**config.mk**
```make
export PLATFORM = sky130hd
export DESIGN_NAME = ltft_ctrl
export DESIGN_NICKNAME = d
export VERILOG_FILES = /design/src/hw/rtl/ltft_pkg.sv /design/src/hw/rtl/ltft_ctrl.sv
export SDC_FILE = /design/constraint.sdc
export NUM_CORES = 1
export LEC_CHECK = 0
export ABC_AREA = 1
export BUFFER_PORTS_ARGS = -buffer_cell sky130_fd_sc_hd__buf_2
export CAP_MARGIN = 5
export CORE_AREA = 10 10 60 62
export CTS_CLUSTER_SIZE = 16
export DETAILED_ROUTE_END_ITERATION = 8
export DIE_AREA = 0 0 70 72
export MAX_ROUTING_LAYER = met4
export PLACE_DENSITY = 0.74
export SLEW_MARGIN = 25
export SYNTH_ARGS = -nofsm -noshare
export SYNTH_HDL_FRONTEND = slang
export SYNTH_SLANG_ARGS = --single-unit
```
**constraint.sdc**
```tcl
create_clock -name clk -period 1.8 [get_ports clk]
set_clock_uncertainty 0.1 [all_clocks]
set_input_delay 0.36 -clock clk [delete_from_list [all_inputs] [get_ports clk]]
set_output_delay 0.36 -clock clk [all_outputs]
set_load 0.02 [all_outputs]
```
**src/hw/rtl/ltft_pkg.sv**
```systemverilog
`timescale 1ns / 1ps
package ltft_pkg;

  typedef struct packed {
    logic               func;
    logic signed [23:0] pos_x;
    logic signed [23:0] pos_y;
    logic signed [23:0] pos_z;
    logic [9:0]         col_r;
    logic [9:0]         col_g;
    logic [9:0]         col_b;
    logic [15:0]        light_range;
  } in_item_t;

  typedef struct packed {
    logic               light_valid;
    logic signed [23:0] out_x;
    logic signed [23:0] out_y;
    logic signed [23:0] out_z;
    logic [9:0]         faded_r;
    logic [9:0]         faded_g;
    logic [9:0]         faded_b;
    logic [15:0]        out_range;
    logic [3:0]         live_count;
    logic               last;
  } out_item_t;

  localparam logic [0:0] FUNC_ADD  = 1'b0;
  localparam logic [0:0] FUNC_TICK = 1'b1;

  localparam logic [0:0] CFG_FADE_STEP = 1'b0;
  localparam logic [0:0] CFG_MATCH_DIST = 1'b1;

  localparam int unsigned DIST_W = 52;
  localparam logic [7:0] FADE_FULL = 8'd255;
  localparam logic [7:0] FADE_STEP_RST = 8'd31;
  localparam logic [DIST_W-1:0] MATCH_DIST_RST = 52'd921600;

  // datapath commands from the controller
  typedef struct packed {
    logic add;        // store input item in collect buffer
    logic clr_seen;
    logic cmp_ld;     // register operands for pend c vs trk i
    logic cmp_mul;    // register squares
    logic cmp_sum;    // register sum and compare
    logic hit_wr;     // write pend c into trk entry i (match)
    logic app_wr;     // append pend c at trk_count
    logic fade_upd;   // step fade of entry i, compact into n
    logic emit_ld;    // load output stage for entry i
    logic emit_mul;   // color times fade
    logic emit_out;   // form result
    logic empty_out;  // emit empty-tick result
    logic pend_clr;
    logic c_clr;
    logic c_inc;
    logic i_clr;
    logic i_inc;
    logic n_clr;
  } cmd_t;

  typedef struct packed {
    logic c_done;   // c >= pend_count
    logic i_done;   // i >= trk_count
    logic match;    // last compare result
    logic trk_full;
    logic trk_empty;
    logic out_last; // entry i is the final survivor
  } stat_t;

endpackage

```
**src/hw/rtl/ltft_ctrl.sv**
```systemverilog
`timescale 1ns / 1ps
module ltft_ctrl (
  input  logic                clk,
  input  logic                rst_n,
  input  logic                in_valid,
  output logic                in_stall,
  input  logic                in_func,
  output logic                out_valid,
  input  logic                out_stall,
  input  ltft_pkg::stat_t     stat,
  output ltft_pkg::cmd_t      cmd
);

  typedef enum logic [11:0] {
    S_IDLE  = 12'b000000000001,
    S_MERGE = 12'b000000000010,
    S_CMUL  = 12'b000000000100,
    S_CSUM  = 12'b000000001000,
    S_CDEC  = 12'b000000010000,
    S_CNEXT = 12'b000000100000,
    S_FADE  = 12'b000001000000,
    S_ELD   = 12'b000010000000,
    S_EMUL  = 12'b000100000000,
    S_EOUT  = 12'b001000000000,
    S_SEND  = 12'b010000000000,
    S_CHK   = 12'b100000000000
  } state_t;

  state_t state_r, state_nxt;
  logic   out_valid_r, out_valid_nxt;

  assign in_stall  = (state_r != S_IDLE);
  assign out_valid = out_valid_r;

  always_comb begin
    state_nxt     = state_r;
    out_valid_nxt = out_valid_r;
    cmd           = '0;
    unique case (state_r)
      S_IDLE: begin
        if (in_valid) begin
          if (in_func == ltft_pkg::FUNC_ADD) cmd.add = 1'b1;
          else begin
            cmd.clr_seen = 1'b1;
            cmd.c_clr    = 1'b1;
            cmd.i_clr    = 1'b1;
            state_nxt    = S_MERGE;
          end
        end
      end
      // walk tracked entries for collected light c
      S_MERGE: begin
        if (stat.c_done) begin
          cmd.pend_clr = 1'b1;
          cmd.i_clr    = 1'b1;
          cmd.n_clr    = 1'b1;
          state_nxt    = S_FADE;
        end else if (stat.i_done) begin
          state_nxt = S_CNEXT;
        end else begin
          cmd.cmp_ld = 1'b1;
          state_nxt  = S_CMUL;
        end
      end
      S_CMUL: begin
        cmd.cmp_mul = 1'b1;
        state_nxt   = S_CSUM;
      end
      S_CSUM: begin
        cmd.cmp_sum = 1'b1;
        state_nxt   = S_CDEC;
      end
      S_CDEC: begin
        if (stat.match) begin
          cmd.hit_wr = 1'b1;
          cmd.c_inc  = 1'b1;
          cmd.i_clr  = 1'b1;
          state_nxt  = S_MERGE;
        end else begin
          cmd.i_inc = 1'b1;
          state_nxt = S_MERGE;
        end
      end
      S_CNEXT: begin
        if (!stat.trk_full) cmd.app_wr = 1'b1;
        cmd.c_inc = 1'b1;
        cmd.i_clr = 1'b1;
        state_nxt = S_MERGE;
      end
      S_FADE: begin
        if (stat.i_done) begin
          cmd.i_clr = 1'b1;
          state_nxt = S_CHK;
        end else begin
          cmd.fade_upd = 1'b1;
          cmd.i_inc    = 1'b1;
        end
      end
      S_CHK: begin
        if (stat.trk_empty) begin
          cmd.empty_out = 1'b1;
          out_valid_nxt = 1'b1;
          state_nxt     = S_SEND;
        end else state_nxt = S_ELD;
      end
      S_ELD: begin
        cmd.emit_ld = 1'b1;
        state_nxt   = S_EMUL;
      end
      S_EMUL: begin
        cmd.emit_mul = 1'b1;
        state_nxt    = S_EOUT;
      end
      S_EOUT: begin
        cmd.emit_out  = 1'b1;
        cmd.i_inc     = 1'b1;
        out_valid_nxt = 1'b1;
        state_nxt     = S_SEND;
      end
      S_SEND: begin
        if (!out_stall) begin
          out_valid_nxt = 1'b0;
          state_nxt     = (stat.out_last || stat.trk_empty) ? S_IDLE : S_ELD;
        end
      end
      default: state_nxt = S_IDLE;
    endcase
  end

  always_ff @(posedge clk) begin
    if (!rst_n) begin
      state_r     <= S_IDLE;
      out_valid_r <= 1'b0;
    end else begin
      state_r     <= state_nxt;
      out_valid_r <= out_valid_nxt;
    end
  end

  assert property (@(posedge clk) disable iff (!rst_n)
    out_valid_r |-> state_r == S_SEND) else $error("result outside send");
  assert property (@(posedge clk) disable iff (!rst_n)
    !in_stall |-> !out_valid_r) else $error("accepting with result pending");
  assert property (@(posedge clk) disable iff (!rst_n)
    $onehot(state_r)) else $error("state not one-hot");

endmodule

```
==> metrics.cfg, run 1 <==
[status]
status = complete, but fails checks
failed_checks = setup timing

[die]
coreArea_um2 = 2430
initial_utilization_pct = 38.4
io_pins = 31
fp.dieH_um = 72
rows = 18
die_x_um = 70
die-area_um2 = 5040

[sta]
holdWs_ns = 0.206
timing.slew.headroom_pct = 74.0
period_share_pct = 124
rsz0062_at_grt = yes
hold_viol_final = 0
setup_violations = 21
setup_slack_ns = -0.437
drv_slew = 0
max_slew.worst_pin.slew_ns = 0.388
period_needed_ns = 2.24
timing.fmax_mhz = 447

[worst_setup_path]
path_cells = nor2_4, nand2_2, nor2_4, buf_4, nand3_2, o21ai_4, nor2_4, clkinv_4, o21ai_2, buf_6
start_kind = register
end_kind = output port
worstPathRequired_ns = 1.34
cp_max_fo = 4
rr_worst_depth = 14
crit_cells = 10
arrival_ns = 1.78
ff2ff_setup_slack_ns = -0.12
crit_top_cell = nor2_4
r2r_end = state_r[0]
r2r_start = state_r[7]
path_class = reg -> out
cp_slowest_cell = dfxtp_2
cpPeakStageDelay_ns = 0.36
cp.buffers_inverters = 3
critical_path.top_delay_family = simple AND/OR/NAND/NOR gates

[routing]
dr.pass1.iters = 4
viasPerCell = 5.26
routed_wl_mm = 4.42
vias = 1278
first_iter_violations = 111
ant_nets = 0
drc = 0
avgRoutedWirePerCell_um = 18.2

[global_route]
grt_pass1_wl_mm = 6.07
top_usage_layer = met2
met1_usage_pct = 14.6
overflow = 0
grt_use_met3_pct = 3.13
grt_start_max_net_pins = 10
track_usage_pct = 14.9
grt_pass1_vias = 1307
use_met2_pct = 25.9
antenna_found_initial = 0

[power_and_ir_drop]
fin_total_pwr_mw = 2.08
peakVddDrop_mv = 0.838
powerDensity_nw_per_um2 = 1180
p_leak_nw = 0.949

[logic_synthesis]
netlist_top_cells_area = dfxtp_1 28%, nand2_1 11%, inv_1 9.7%
synthCells = 142
synth_edf_count = 0
synth_cell_types = 27
synth.cell_area_um2 = 933
netlist.area_leader.share_pct = 27.9
synth_top_area_cell = dfxtp_1
yosysSeqAreaShare_pct = 27.9
synth_fp_nets = 153
yosysWarnings = 0
postSynth.asyncResetShare_pct = 0
synth.avg_cell_area_um2 = 6.57
synth-seq-cells = 13
synthFlopType = dfxtp_1

[placed_design]
numPortBuffers = 30
place_area_um2 = 1170
place_inst = 206
dp_hpwl_mm = 2.09
place.gp.congestion = 0.868

[clocking]
cts.sinks = 13
h-tree-depth = 1
cts_buffers = 3
ctsRootBufferMaster = clkbuf_4
cts_hold_buf = 0
clkLatencyLatePin_ns = 0.30
cts_max_path_buffers = 2
clk_transition_reported_paths_ns = 0.09
cts_tree = done

[final_layout]
ff_latch_area_um2 = 278
n_antenna_cell = 0
final_common_cell = buf_4
postLayoutCoreUtil_pct = 72.4
nets = 225
design_area_um2 = 1760
final_cells = 243
multi_input_area_um2 = 719
final_cell_mix = 35 x buf_4, 21 x buf_6, 18 x inv_1, 18 x nand2_1, 13 x buf_2
drive_gt1_share_pct = 67.6
syn2layout_area_growth_pct = 88.6
nFillCells = 148

[min_path]
min_delay_worst_endpoint = state_r[5]
holdPathStages = 2
holdCritStartpoint = stat[5]
hold_class = in -> reg

[job]
maxCapViolCount = 0

[cell type report]
class / count / area share (%)
clock inverters: 1 / 0.284
inverters: 29 / 6.47
clock buffers: 3 / 1.28
flip-flops and latches: 13 / 15.8
multi-input cells: 97 / 40.9
repair buffers: 70 / 33.2
well taps: 30 / 2.13
[report_power, final]
group	leakage (nW)	switching, mW	internal (mW)	total (mW)
clock	0.0177	0.115	0.0830	0.198
sequential	0.110	0.0378	0.327	0.365
combinational	0.821	0.807	0.707	1.51
total	0.949	0.960	1.12	2.08
[how the worst max path moves through the flow]
stage / from / slack, ns / to
final: state_r[7] / -0.44 / cmd[2]
after global routing: state_r[7] / -0.51 / cmd[14]
after CTS: state_r[9] / -0.24 / cmd[2]
after detailed placement: state_r[6] / -0.003 / cmd[2]
after global placement: state_r[6] / 0.04 / cmd[2]
after floorplan: state_r[4] / -0.04 / cmd[2]
[flip-flops by register name, summed over array words and instances, names as in the netlist]
| register | cells |
|---|---|
| state_r | 12 |
| out_valid | 1 |
[layer usage]
layer	vias up	wire length [µm]
met1	596	1610
li1	579	-
met3	27	297
met5	-	0
met4	0	276
met2	76	2240
[logic make-up (layout without fill, tap and decap cells)]
family / count (synthesis) / after routing / synth area share (%)
AOI/OAI and AO/OA: 10 / 10 / 7.37
buffers and inverters: 32 / 103 / 14.6
DFF: 13 / 13 / 27.9
and+or+nand+nor: 87 / 87 / 50.1
[cells in the mapped netlist, types with 2 or more instances]
cell and number:
nor3_2 4, o21ai_0 4, nor2_4 4, buf_4 3
nor2_2 4, nor2_1 19, inv_2 3, inv_1 24
nand2_2 6, nor3_1 9, nand3_1 6, nand2_1 28
o21ai_1 2, dfxtp_1 13
[per-stage QoR]
stage               TNS [ns]  setup slack (ns)
finish                 -5.53            -0.437
global route           -7.17            -0.510
CTS                    -2.30            -0.235
detailed placement  -0.00272          -0.00272
global placement           0            0.0379
floorplan            -0.0698           -0.0422
[repair_timing]
action	in CTS	in global routing
endpoints found under the setup margin	19	22
gates resized for setup	65	31
pin swaps	12	10
buffers inserted	21	12
(Power assumes the default switching activity.)
==> inputs of run 2 (changes only) <==
--- a/config.mk
+++ b/config.mk
@@ -12,9 +12,11 @@
 export CTS_CLUSTER_SIZE = 16
 export DETAILED_ROUTE_END_ITERATION = 8
 export DIE_AREA = 0 0 70 72
+export GPL_TIMING_DRIVEN = 0
 export MAX_ROUTING_LAYER = met4
 export PLACE_DENSITY = 0.74
 export SLEW_MARGIN = 25
 export SYNTH_ARGS = -nofsm -noshare
 export SYNTH_HDL_FRONTEND = slang
 export SYNTH_SLANG_ARGS = --single-unit
+export TNS_END_PERCENT = 20
==> run 2 against run 1 <==
The run still ends with setup timing left; sequential share of layout area rose by 4.0 points; non-clock buffer count down 27; final cell count shrank 11%; core utilization shrank 15 points; largest cell class unchanged; highest routed layer unchanged.
==> metrics.cfg, run 2 (synthesis gave the netlist of run 1 again) <==
[clocking]
ctsRootBufferMaster = clkbuf_4
h-tree-depth = 1
clkLatencyLatePin_ns = 0.28
cts_max_path_buffers = 2
cts_hold_buf = 0
clk_transition_reported_paths_ns = 0.08
cts.sinks = 13
cts_buffers = 3
cts_tree = done

[power_and_ir_drop]
peakVddDrop_mv = 0.854
powerDensity_nw_per_um2 = 1150
fin_total_pwr_mw = 1.61
p_leak_nw = 0.764

[min_path]
holdPathStages = 2
hold_class = in -> reg
min_delay_worst_endpoint = state_r[5]
holdCritStartpoint = stat[5]

[worst_setup_path]
start_kind = register
rr_worst_depth = 11
cp.buffers_inverters = 4
worstPathRequired_ns = 1.34
critical_path.top_delay_family = simple AND/OR/NAND/NOR gates
cpPeakStageDelay_ns = 0.36
path_class = reg -> out
arrival_ns = 1.64
cp_max_fo = 6
r2r_end = state_r[0]
ff2ff_setup_slack_ns = 0.22
cp_slowest_cell = dfxtp_4
r2r_start = state_r[7]
end_kind = output port
path_cells = nor2_4, nand2_4, nor2_4, buf_4, nand2_1, inv_1, buf_4, buf_2

[final_layout]
final_common_cell = nand2_1
n_antenna_cell = 0
final_cells = 216
final_cell_mix = 23 x nand2_1, 22 x inv_1, 20 x buf_4
syn2layout_area_growth_pct = 50.8
top_register = state_r
nets = 198
design_area_um2 = 1410
drive_gt1_share_pct = 55.4
largest_register_ffs = 12

[sta]
setup_violations = 18
period_needed_ns = 2.10
setup_slack_ns = -0.296
max_slew.worst_pin.slew_ns = 0.324
timing.slew.headroom_pct = 78.3
timing.fmax_mhz = 477
rsz0062_at_grt = yes
hold_viol_final = 0
drv_slew = 0
period_share_pct = 116

[global_route]
overflow = 0
grt_start_max_net_pins = 10
grt_pass1_vias = 948
track_usage_pct = 10.2
grt_pass1_wl_mm = 4.23
antenna_found_initial = 0

[die]
initial_utilization_pct = 38.4
io_pins = 31
die_x_um = 70
die-area_um2 = 5040
fp.dieH_um = 72
rows = 18
coreArea_um2 = 2430

[routing]
drc = 0
viasPerCell = 4.68
vias = 1011
ant_nets = 0
avgRoutedWirePerCell_um = 12.1
dr.pass1.iters = 4
routed_wl_mm = 2.61
first_iter_violations = 69

[placed_design]
place.gp.congestion = 0.789
place_area_um2 = 1140
place_inst = 202
dp_hpwl_mm = 1.99
pre_cts_ws_ns = -0.0864
numPortBuffers = 30

[status]
failed_checks = setup timing
status = complete, but fails checks

[job]
maxCapViolCount = 0

run 2: cell count changes in the layout (fill, tap and decap cells not counted), moves of 3 or more:
| cell | delta |
|---|---|
| dfxtp_2 | +3 |
| nand2_4 | -4 |
| buf_2 | +6 |
| inv_1 | +4 |
| inv_2 | -4 |
| buf_6 | -17 |
| buf_4 | -15 |
| nor2_2 | -3 |
| nand2_1 | +5 |
run 2: per-stage QoR:
| step | setup TNS [ns] | hold WS (ns) | utilization (%) |
|---|---|---|---|
| after global placement | -0.0750 | 0.387 | 46.9 |
| final | -2.77 | 0.173 | 57.9 |
| after CTS | -2.84 | 0.171 | 53.9 |
| after floorplan | -0.0698 | 0.339 | - |
| after global routing | -4.72 | 0.180 | 57.9 |
| after detailed placement | -0.0985 | 0.392 | 46.9 |
run 2: what timing repair did:
item | CTS | global route
endpoints found under the setup margin | 18 | 19
setup buffers | 7 | 3
pin swaps | 9 | 14
resized for setup | 31 | 23
run 2: cell type report:
cell class                      instances  area, µm²
Fill cell                             220       1020
Multi-Input combinational cell         97        662
Sequential cell                        13        278
Timing Repair Buffer                   40        268
Inverter                               29        114
Tap cell                               30       37.5
Clock buffer                            4       26.3
Buffer                                  3       22.5
run 2: power breakdown:
part / switching, mW / total [mW] / internal, mW
sequential: 0.0504 / 0.382 / 0.331
clock: 0.100 / 0.187 / 0.0860
combinational: 0.601 / 1.05 / 0.444
run 2: worst max path at each step:
stage / startpoint / end / slack, ns / cells after the start
6_report: state_r[7] / cmd[14] / -0.30 / 8
3_3_place_gp: state_r[7] / cmd[2] / -0.07 / 11
5_1_grt: state_r[7] / cmd[2] / -0.42 / 8
2_1_floorplan: state_r[4] / cmd[2] / -0.04 / 7
4_1_cts: state_r[9] / cmd[2] / -0.28 / 8
3_5_place_dp: state_r[7] / cmd[2] / -0.09 / 11
run 2: metal layers:
layer  global-route usage (%)  wire length (µm)  vias to the layer above
met2                     16.3              1300                       23
met4                     5.48                66                        0
met3                     2.59               120                        6
met5                        -                 0                        -
met1                     11.5              1120                      457
li1                         -                 -                      525
run 2: worst reg2reg max path: stages, from the launching register on:
cell     delay, ns
dfxtp_4       0.36
nor2_4        0.12
nand2_4       0.07
nor2_4        0.23
nand2_4       0.08
buf_4         0.16
nand3_1       0.12
nor2_1        0.06
nand2_1       0.06
nand2_1       0.04
nand2_1       0.05
nand2_1       0.04
